==> src/rtl/csp_pkg.sv <==
// ----------------------------------------------------------------------------
// csp_pkg
// Shared types and the P1/P2/P3 register byte packing for the clock
// synthesizer parameter calculator.
// ----------------------------------------------------------------------------
package csp_pkg;

    // sequencer states
    typedef enum logic [3:0] {
        ST_IDLE,
        ST_SRCH,
        ST_TMUL,
        ST_TCHK,
        ST_DIVA,
        ST_MUL,
        ST_DIVB,
        ST_DIVC,
        ST_DONE
    } state_t;

    // input action codes
    localparam logic ACT_SET  = 1'b0;
    localparam logic ACT_TUNE = 1'b1;

    // VCO window and aim point
    localparam logic [37:0] VCO_LOW  = 38'd600000000;
    localparam logic [37:0] VCO_HIGH = 38'd900000000;
    localparam logic [37:0] VCO_AIM  = 38'd800000000;

    localparam logic [7:0] DIV_FIRST   = 8'd6;
    localparam logic [7:0] DIV_LAST    = 8'd150;
    localparam logic [7:0] DIV_DEFAULT = 8'd10;

    // pack m + q/128 with remainder p2 over denominator den
    function automatic logic [63:0] encode(input logic [31:0] m, input logic [7:0] q,
                                           input logic [19:0] p2, input logic [19:0] den);
        logic [17:0] p1;
        p1 = {m[10:0], 7'b0} + {10'b0, q} - 18'd512;
        return {den[15:8], den[7:0], 6'b0, p1[17:16], p1[15:8], p1[7:0],
                den[19:16], p2[19:16], p2[15:8], p2[7:0]};
    endfunction

endpackage

==> src/rtl/clock_synth_param_calculator_core.sv <==
// ----------------------------------------------------------------------------
// clock_synth_param_calculator_core
// Computes PLL and output divider register bytes for set-carrier and
// tune-offset commands with one shared restoring divider.
// ----------------------------------------------------------------------------
//  channel  | direction | word
//  s_       | in        | action, rf_freq_hz, offset_millihz
//  m_       | out       | pll/ms register bytes, written flags, divider, vco
//  cfg_     | in        | ref_freq_hz
//
//  Set: the divider search, the integer division, the multiply, the two
//  fractional divisions and the output register, in that order.
//  Tune: the products and their check, then the same divisions and multiply.
//  The divider is bit-serial and gives one quotient bit a cycle.
//  s_ready is high only in idle; a done word waits for the output register.
//  Reset is synchronous, active low, and clears control and held state.
// ----------------------------------------------------------------------------
module clock_synth_param_calculator_core #(
    parameter int FRAC_DENOM = 1048575
) (
    input  logic               aclk,
    input  logic               aresetn,
    input  logic               cfg_valid,
    output logic               cfg_ready,
    input  logic [27:0]        cfg_wdata,
    input  logic               s_valid,
    output logic               s_ready,
    input  logic               s_action,
    input  logic [27:0]        s_rf_freq_hz,
    input  logic signed [24:0] s_offset_millihz,
    output logic               m_valid,
    input  logic               m_ready,
    output logic [63:0]        m_pll_regs,
    output logic               m_pll_written,
    output logic [63:0]        m_ms_regs,
    output logic               m_ms_written,
    output logic [7:0]         m_chosen_divider,
    output logic [31:0]        m_vco_freq_hz
);

    localparam logic [19:0] FD = 20'(FRAC_DENOM);

    csp_pkg::state_t state_reg, state_next;

    logic [27:0] ref_reg;
    logic        carrier_reg;
    logic [31:0] vco_reg;
    logic [7:0]  div_reg;

    // search
    logic [30:0] clk_reg;
    logic [37:0] v_reg;
    logic [7:0]  cand_reg, best_reg;
    logic [31:0] bestv_reg, mindiff_reg;
    logic        rfnz_reg;

    // tune
    logic signed [24:0] off_reg;
    logic [41:0]        pa_reg;
    logic signed [36:0] pb_reg;
    logic [37:0]        refm_reg;

    // divider
    logic [37:0] rem_reg, dvs_reg;
    logic [57:0] dq_reg;
    logic [5:0]  cnt_reg;
    logic [31:0] a_reg;

    // results under construction
    logic [63:0] pll_reg, ms_reg;
    logic        pllw_reg, msw_reg;

    logic        take, out_load;

    // search step
    logic        in_win, better;
    logic [37:0] dv;
    logic [7:0]  best_sel;
    logic [31:0] bestv_sel;

    always_comb begin
        in_win    = (v_reg >= csp_pkg::VCO_LOW) && (v_reg <= csp_pkg::VCO_HIGH);
        dv        = (v_reg > csp_pkg::VCO_AIM) ? v_reg - csp_pkg::VCO_AIM
                                               : csp_pkg::VCO_AIM - v_reg;
        better    = in_win && (dv[31:0] < mindiff_reg);
        best_sel  = better ? cand_reg : best_reg;
        bestv_sel = better ? v_reg[31:0] : bestv_reg;
    end

    // divider step
    logic [38:0] rsh, rsub;
    logic        ge;
    logic [37:0] rem_step;
    logic [57:0] dq_step;

    always_comb begin
        rsh      = {rem_reg, dq_reg[57]};
        rsub     = rsh - {1'b0, dvs_reg};
        ge       = rsh >= {1'b0, dvs_reg};
        rem_step = ge ? rsub[37:0] : rsh[37:0];
        dq_step  = {dq_reg[56:0], ge};
    end

    logic signed [44:0] target;
    assign target = $signed({3'b0, pa_reg}) + 45'(pb_reg);

    // next state
    always_comb begin
        state_next = state_reg;
        unique case (state_reg)
            csp_pkg::ST_IDLE: begin
                if (s_valid) begin
                    if (s_action == csp_pkg::ACT_SET) begin
                        state_next = csp_pkg::ST_SRCH;
                    end else if (carrier_reg && ref_reg != 28'd0) begin
                        state_next = csp_pkg::ST_TMUL;
                    end else begin
                        state_next = csp_pkg::ST_DONE;
                    end
                end
            end
            csp_pkg::ST_SRCH: begin
                if (cand_reg == csp_pkg::DIV_LAST) begin
                    state_next = (ref_reg != 28'd0) ? csp_pkg::ST_DIVA : csp_pkg::ST_DONE;
                end
            end
            csp_pkg::ST_TMUL: state_next = csp_pkg::ST_TCHK;
            csp_pkg::ST_TCHK: begin
                state_next = (target > 45'sd0) ? csp_pkg::ST_DIVA : csp_pkg::ST_DONE;
            end
            csp_pkg::ST_DIVA: if (cnt_reg == 6'd1) state_next = csp_pkg::ST_MUL;
            csp_pkg::ST_MUL:  state_next = csp_pkg::ST_DIVB;
            csp_pkg::ST_DIVB: if (cnt_reg == 6'd1) state_next = csp_pkg::ST_DIVC;
            csp_pkg::ST_DIVC: if (cnt_reg == 6'd1) state_next = csp_pkg::ST_DONE;
            csp_pkg::ST_DONE: if (!m_valid || m_ready) state_next = csp_pkg::ST_IDLE;
            default:          state_next = csp_pkg::ST_IDLE;
        endcase
    end

    // handshake outputs
    always_comb begin
        s_ready   = (state_reg == csp_pkg::ST_IDLE);
        cfg_ready = 1'b1;
        take      = s_valid && s_ready;
        out_load  = (state_reg == csp_pkg::ST_DONE) && (!m_valid || m_ready);
    end

    // control state
    always_ff @(posedge aclk) begin
        if (!aresetn) begin
            state_reg   <= csp_pkg::ST_IDLE;
            ref_reg     <= 28'd0;
            carrier_reg <= 1'b0;
            vco_reg     <= 32'd0;
            div_reg     <= 8'd0;
            m_valid     <= 1'b0;
        end else begin
            state_reg <= state_next;
            if (cfg_valid && cfg_ready) ref_reg <= cfg_wdata;
            if (state_reg == csp_pkg::ST_SRCH && cand_reg == csp_pkg::DIV_LAST) begin
                carrier_reg <= rfnz_reg;
                vco_reg     <= bestv_sel;
                div_reg     <= best_sel;
            end
            if (out_load) begin
                m_valid <= 1'b1;
            end else if (m_ready) begin
                m_valid <= 1'b0;
            end
        end
    end

    // datapath
    always_ff @(posedge aclk) begin
        unique case (state_reg)
            csp_pkg::ST_IDLE: begin
                if (take) begin
                    clk_reg     <= 31'(s_rf_freq_hz) * 31'd6;
                    v_reg       <= 38'(s_rf_freq_hz) * 38'd36;
                    bestv_reg   <= s_rf_freq_hz * 32'd60;
                    best_reg    <= csp_pkg::DIV_DEFAULT;
                    cand_reg    <= csp_pkg::DIV_FIRST;
                    mindiff_reg <= 32'hFFFF_FFFF;
                    rfnz_reg    <= (s_rf_freq_hz != 28'd0);
                    off_reg     <= s_offset_millihz;
                    pll_reg     <= 64'd0;
                    pllw_reg    <= 1'b0;
                    ms_reg      <= 64'd0;
                    msw_reg     <= 1'b0;
                end
            end
            csp_pkg::ST_SRCH: begin
                best_reg    <= best_sel;
                bestv_reg   <= bestv_sel;
                if (better) mindiff_reg <= dv[31:0];
                v_reg       <= v_reg + {6'b0, clk_reg, 1'b0};
                cand_reg    <= cand_reg + 8'd2;
                if (cand_reg == csp_pkg::DIV_LAST) begin
                    ms_reg  <= csp_pkg::encode({24'b0, best_sel}, 8'd0, 20'd0, FD);
                    msw_reg <= 1'b1;
                    dvs_reg <= {10'b0, ref_reg};
                    rem_reg <= 38'd0;
                    dq_reg  <= {bestv_sel, 26'b0};
                    cnt_reg <= 6'd32;
                end
            end
            csp_pkg::ST_TMUL: begin
                pa_reg   <= 42'(vco_reg) * 42'd1000;
                pb_reg   <= $signed({29'b0, div_reg}) * (37'(off_reg) * 37'sd6);
                refm_reg <= 38'(ref_reg) * 38'd1000;
            end
            csp_pkg::ST_TCHK: begin
                dvs_reg <= refm_reg;
                rem_reg <= 38'd0;
                dq_reg  <= {target[43:0], 14'b0};
                cnt_reg <= 6'd44;
            end
            csp_pkg::ST_DIVA: begin
                rem_reg <= rem_step;
                dq_reg  <= dq_step;
                cnt_reg <= cnt_reg - 6'd1;
                if (cnt_reg == 6'd1) a_reg <= dq_step[31:0];
            end
            csp_pkg::ST_MUL: begin
                dq_reg  <= rem_reg * FD;
                rem_reg <= 38'd0;
                cnt_reg <= 6'd58;
            end
            csp_pkg::ST_DIVB: begin
                if (cnt_reg == 6'd1) begin
                    // b is done; start 128*b / den for P1/P2
                    dq_reg  <= {dq_step[19:0], 38'b0};
                    rem_reg <= 38'd0;
                    dvs_reg <= {18'b0, FD};
                    cnt_reg <= 6'd27;
                end else begin
                    rem_reg <= rem_step;
                    dq_reg  <= dq_step;
                    cnt_reg <= cnt_reg - 6'd1;
                end
            end
            csp_pkg::ST_DIVC: begin
                rem_reg <= rem_step;
                dq_reg  <= dq_step;
                cnt_reg <= cnt_reg - 6'd1;
                if (cnt_reg == 6'd1) begin
                    pll_reg  <= csp_pkg::encode(a_reg, {1'b0, dq_step[6:0]},
                                                rem_step[19:0], FD);
                    pllw_reg <= 1'b1;
                end
            end
            csp_pkg::ST_DONE: begin
                if (out_load) begin
                    m_pll_regs       <= pll_reg;
                    m_pll_written    <= pllw_reg;
                    m_ms_regs        <= ms_reg;
                    m_ms_written     <= msw_reg;
                    m_chosen_divider <= div_reg;
                    m_vco_freq_hz    <= vco_reg;
                end
            end
            default: ;
        endcase
    end

endmodule

==> config.mk <==
export PLATFORM = sky130hd
export DESIGN_NAME = clock_synth_param_calculator_core
export DESIGN_NICKNAME = d
export VERILOG_FILES = /design/src/rtl/csp_pkg.sv /design/src/rtl/clock_synth_param_calculator_core.sv
export SDC_FILE = /design/constraint.sdc
export NUM_CORES = 2
export LEC_CHECK = 0
export BUFFER_PORTS_ARGS = -buffer_cell sky130_fd_sc_hd__buf_2
export CORE_ASPECT_RATIO = 0.6
export CORE_MARGIN = 5
export CORE_UTILIZATION = 60
export CTS_CLUSTER_DIAMETER = 80
export DETAILED_ROUTE_END_ITERATION = 10
export PLACE_DENSITY = 0.85
export SYNTH_ARGS = -nofsm -noshare
export SYNTH_HDL_FRONTEND = slang
export SYNTH_SLANG_ARGS = --single-unit
==> constraint.sdc <==
create_clock -name aclk -period 11.5 [get_ports aclk]
set_input_delay 1.15 -clock aclk [delete_from_list [all_inputs] [get_ports aclk]]
set_output_delay 1.15 -clock aclk [all_outputs]
set_load 0.02 [all_outputs]
; Yosys cells after proc, flatten, opt, wreduce, memory -nomap -nowiden
; Cells that the tools add are included.
; W data, S select, Z words.
[word_totals]
ff_bits = 809
output_inout_bits = 173
[op_classes]
multipliers = 8
n_lt_le_gt_ge = 6
muxes = 50
reduce_logical = 30
n_addsub = 10
n_eq_ne = 18
[op_table]
columns = op, n
row1 = $pmux W58 S5, 1
row2 = $pmux W64 S2, 2
row3 = $mux W38, 6
row4 = $mux W64, 3
row5 = $mux W32, 5
row6 = $pmux W38 S4, 1
row7 = $pmux W32 S2, 2
row8 = $mux W58, 2
row9 = $pmux W38 S3, 1
row10 = $pmux W38 S2, 1
row11 = $mul A38 B20 Y58 const B, 1
row12 = $reduce_bool A28 Y1, 2
row13 = $add A43 B37 Y44, 1
row14 = $gt A44 B1 Y1 const B, 1
row15 = $mux W4, 10
row16 = $ge A39 B38 Y1, 1
row17 = $mul A32 B7 Y39 const B, 1
row18 = $add A38 B32 Y38, 1
row19 = $ge A38 B30 Y1 const B, 1
row20 = $gt A38 B30 Y1 const B, 1
row21 = $le A38 B30 Y1 const B, 1
row22 = $sub A38 B38 Y38, 1
row23 = $mul A9 B28 Y36, 1
row24 = $pmux W4 S9, 1
row25 = 39 further kinds, 74

; Depth between registers and ports, before layout
[logic_depth]
depth_word = 8
ltp_mapped = 36
ltp_nobuf = 36

; Worst setup path before layout
; No wires, ideal clock.
[synth_timing]
kind = flip-flop to flip-flop
startpoint = register state_reg[1]
endpoint = register pa_reg[10], enable pin
t_arrival_ns = 8.042
path_stages_with_launch = 4
n_path_buf = 1
setup_time_ns = 0.714
path_slack_ns = 2.744
synth_period_minus_slack_ns = 8.756
path_cell_list = dfxtp_1 -> clkbuf_1 -> nand2b_1 -> nor3_1
[synth_via]
elab_chain_cells = 1
[synth_lines]
columns = element, line
row1 = "start, declared", clock_synth_param_calculator_core.sv:43  ; csp_pkg::state_t state_reg, state_next;
row2 = "start signal, assigned", clock_synth_param_calculator_core.sv:151  ; state_reg <= csp_pkg::ST_IDLE;
row3 = "start signal, assigned", clock_synth_param_calculator_core.sv:158  ; state_reg <= state_next;
row4 = $eq A4 B2 Y1, clock_synth_param_calculator_core.sv:175  ; unique case (state_reg)
row5 = "end signal, assigned", clock_synth_param_calculator_core.sv:208  ; pa_reg <= 42'(vco_reg) * 42'd1000;
row6 = "end, declared", clock_synth_param_calculator_core.sv:59  ; logic [41:0] pa_reg;
; Every way passes these cells.
; A chain may end at the register's enable or synchronous reset.

; Final worst setup path
[layout_timing]
startpoint = register off_reg[2]
endpoint = register pb_reg[36] (data pin)
[layout_via]
elab_chain_cells = 2
[layout_lines]
columns = element, line
row1 = "start, declared", clock_synth_param_calculator_core.sv:58  ; logic signed [24:0] off_reg;
row2 = "start signal, assigned", clock_synth_param_calculator_core.sv:185  ; off_reg <= s_offset_millihz;
row3 = $mul A25 B3 Y28, clock_synth_param_calculator_core.sv:209  ; pb_reg <= $signed({29'b0, div_reg}) * (37'(off_reg) * 37'sd6);
row4 = $mul A9 B28 Y36, clock_synth_param_calculator_core.sv:209
row5 = "end signal, assigned", clock_synth_param_calculator_core.sv:209
row6 = "end, declared", clock_synth_param_calculator_core.sv:60  ; logic signed [36:0] pb_reg;
; Every way passes these cells.

==> results.toml <==
[outcome]
status = "finished clean"

[global_routing]
grtUsageTotal = 0.311
grt-ovfl-total = 0
grt_max_degree = 82
grt_pass1_wl_um = 298000
antenna_found_initial = 5
grt_pass1_vias = 50700

[sta]
slew_headroom = 0.187
drv_slew = 0
worst_slack_ns = 2.24
skew_ns = 0.0434
max_freq_mhz = 108
fin_crit_sh = 0.806
period_minus_slack_ns = 9.26
worst_slew_pin_slew_ns = 1.19
finalSetupViolations = 0
hold_viol = 0
fin_tns_setup_ns = 0
rsz0062_at_grt = "no"

[min_path]
worstHoldPathType = "reg -> reg"
min_path_cells = 0
min-delay-start = "pll_reg[7]$_SDFFCE_PN0P_"
hold_end = "m_pll_regs[7]$_DFFE_PP_"

[worst_setup_path]
crit_path_top_delay_cell = "xor2_1"
worstPathArrival_ns = 9.67
reg2regPathDepth = 32
crit_fanout = 8
cp-start-kind = "register"
r2r_setup_slack_ns = 2.24
crit_buf_inv = 3
end_kind = "register"
rr_endpoint = "pb_reg[36]$_DFFE_PP_"
cp_top_family = "compound AO/OA/AOI/OAI gates"
path_class = "reg -> reg"
regToRegStartpoint = "off_reg[2]$_DFFE_PP_"
crit_required_ns = 11.91
critPathMaxStageDelay_ns = 0.62

[synthesis]
synth-edff-count = 573
synthArstFlopShare = 0
yosysWarnings = 0
ys_types = 89
synth_largest_area_cell = "edfxtp_1"
syn_inst = 6712
synth_seq_cells = 647
synth_most_common_cell = "inv_1"
syn_area_mm2 = 0.0694
synth_top_flop_cell = "edfxtp_1"
avgSynthCellArea_um2 = 10.3
synth_common_cells = "inv_1, fa_1, ha_1"
seq_area_frac_synth = 0.269
synth_area_leaders = "edfxtp_1, fa_1, ha_1, inv_1, xnor2_1"
synth_top_area_share = 0.248

[placement]
place_hpwl_um = 153000
gp_congestion = 1.02
pre_cts_ws_ns = 2.54
portBuffers = 219
placed_cells = 8283

[die]
start_util = 0.605
die_area_mm2 = 0.123
dieHeight_um = 273
io_pins = 260
core_area_mm2 = 0.115
rows = 96
die_x_um = 449

[finish]
final_nets = 8475
drive_gt1_frac = 0.0635
final_util = 0.647
synthToLayoutAreaGrowth_pct = 6.89
final_cells = 8416
largest_reg_flops = 58

[clocking]
cts_resized = 0
numCtsBuffers = 71
h-tree-depth = 3
clockBufferDepth = 3
cts_setup_buffers = 0
cts.sinks = 647
holdBufCountCts = 0
tritoncts = "built"
clk_latency_ns = 0.70
clock-root-buffer = "clkbuf_16"
clk_pin_slew_ns = 0.06

[route]
wl_per_cell_um = 22.7
totalWireLength_um = 191000
viasPerCell = 6.06
dr.pass1.iters = 6
drtAntennaViolNets = 0
route.detailed.drc = 0
drtIter0Drc = 5977
vias = 51000

[flow_run]
cap_violations = 0
[cell type report]
cell class / count / area (µm²)
timing repair buffer: 262 / 1420
antenna: 2 / 5.00
multi-input combinational: 4827 / 45800
sequential: 647 / 18700
inverter: 1028 / 3860
clock buffer: 91 / 1960
fill: 8733 / 40400
tap: 1519 / 1900
clock inverter: 40 / 539
[stage by stage]
step	instance area (µm²)	hold WS, ns
finish	74100	0.418
global route	74100	0.428
CTS	74100	0.416
detailed placement	71600	0.405
global placement	71600	0.404
floorplan	69500	0.400
[worst reg2reg max path, delay by kind of cell (launching register included)]
kind	cells	cell delay [ns]
compound gates	17	4.12
buf+inv	3	0.17
flops	1	0.41
xor+xnor	2	0.75
fa+ha+maj	7	3.03
simple gates	3	0.51
[layer usage]
metal,track usage,vias to the layer above,part of all wire
met5,0,-,0.000089
met3,0.0846,294,0.12
met2,0.442,2675,0.41
met1,0.475,25100,0.44
met4,0.0735,2,0.028
li1,-,22900,-
[kinds of logic (layout without fill, tap and decap cells)]
group                      after synthesis  after routing  share of synthesized area
AOI/OAI and AO/OA                     1331           1331                      0.125
xor gates and xnor gates               368            368                     0.0465
adders and majority gates             1551           1551                      0.371
buffers and inverters                 1276           1421                     0.0738
DFF                                    647            647                      0.269
muxes                                   78             78                     0.0115
other                                    2             42                   0.000108
and+or+nand+nor                       1459           1459                      0.103
[placed cells by master, fill, tap and decap left out, types with 74 or more instances in the layout]
cell type,instances
nor2_1,337
o21ai_0,274
inv_1,1025
edfxtp_1,573
nand2_1,435
nand2b_1,75
xor2_1,124
and2_1,166
a21o_1,164
a21oi_1,379
nor2b_1,85
buf_2,219
mux2i_1,76
dfxtp_1,74
ha_1,707
xnor2_1,244
fa_1,844
clkbuf_16,74
[worst max path at each step]
stage,from,to,slack [ns],cells after the start
4_1_cts,off_reg[2]$_DFFE_PP_,pb_reg[36]$_DFFE_PP_,2.43,32
3_5_place_dp,off_reg[2]$_DFFE_PP_,pb_reg[36]$_DFFE_PP_,2.54,32
6_report,off_reg[2]$_DFFE_PP_,pb_reg[36]$_DFFE_PP_,2.24,32
3_3_place_gp,off_reg[2]$_DFFE_PP_,pb_reg[36]$_DFFE_PP_,2.95,32
2_1_floorplan,state_reg[1]$_SDFFE_PN0P_,pa_reg[10]$_DFFE_PP_,2.74,3
5_1_grt,off_reg[2]$_DFFE_PP_,pb_reg[36]$_DFFE_PP_,1.85,32
Power is not shown: default switching activity piles up to over one toggle a cycle in this logic, so the estimate is an artifact.
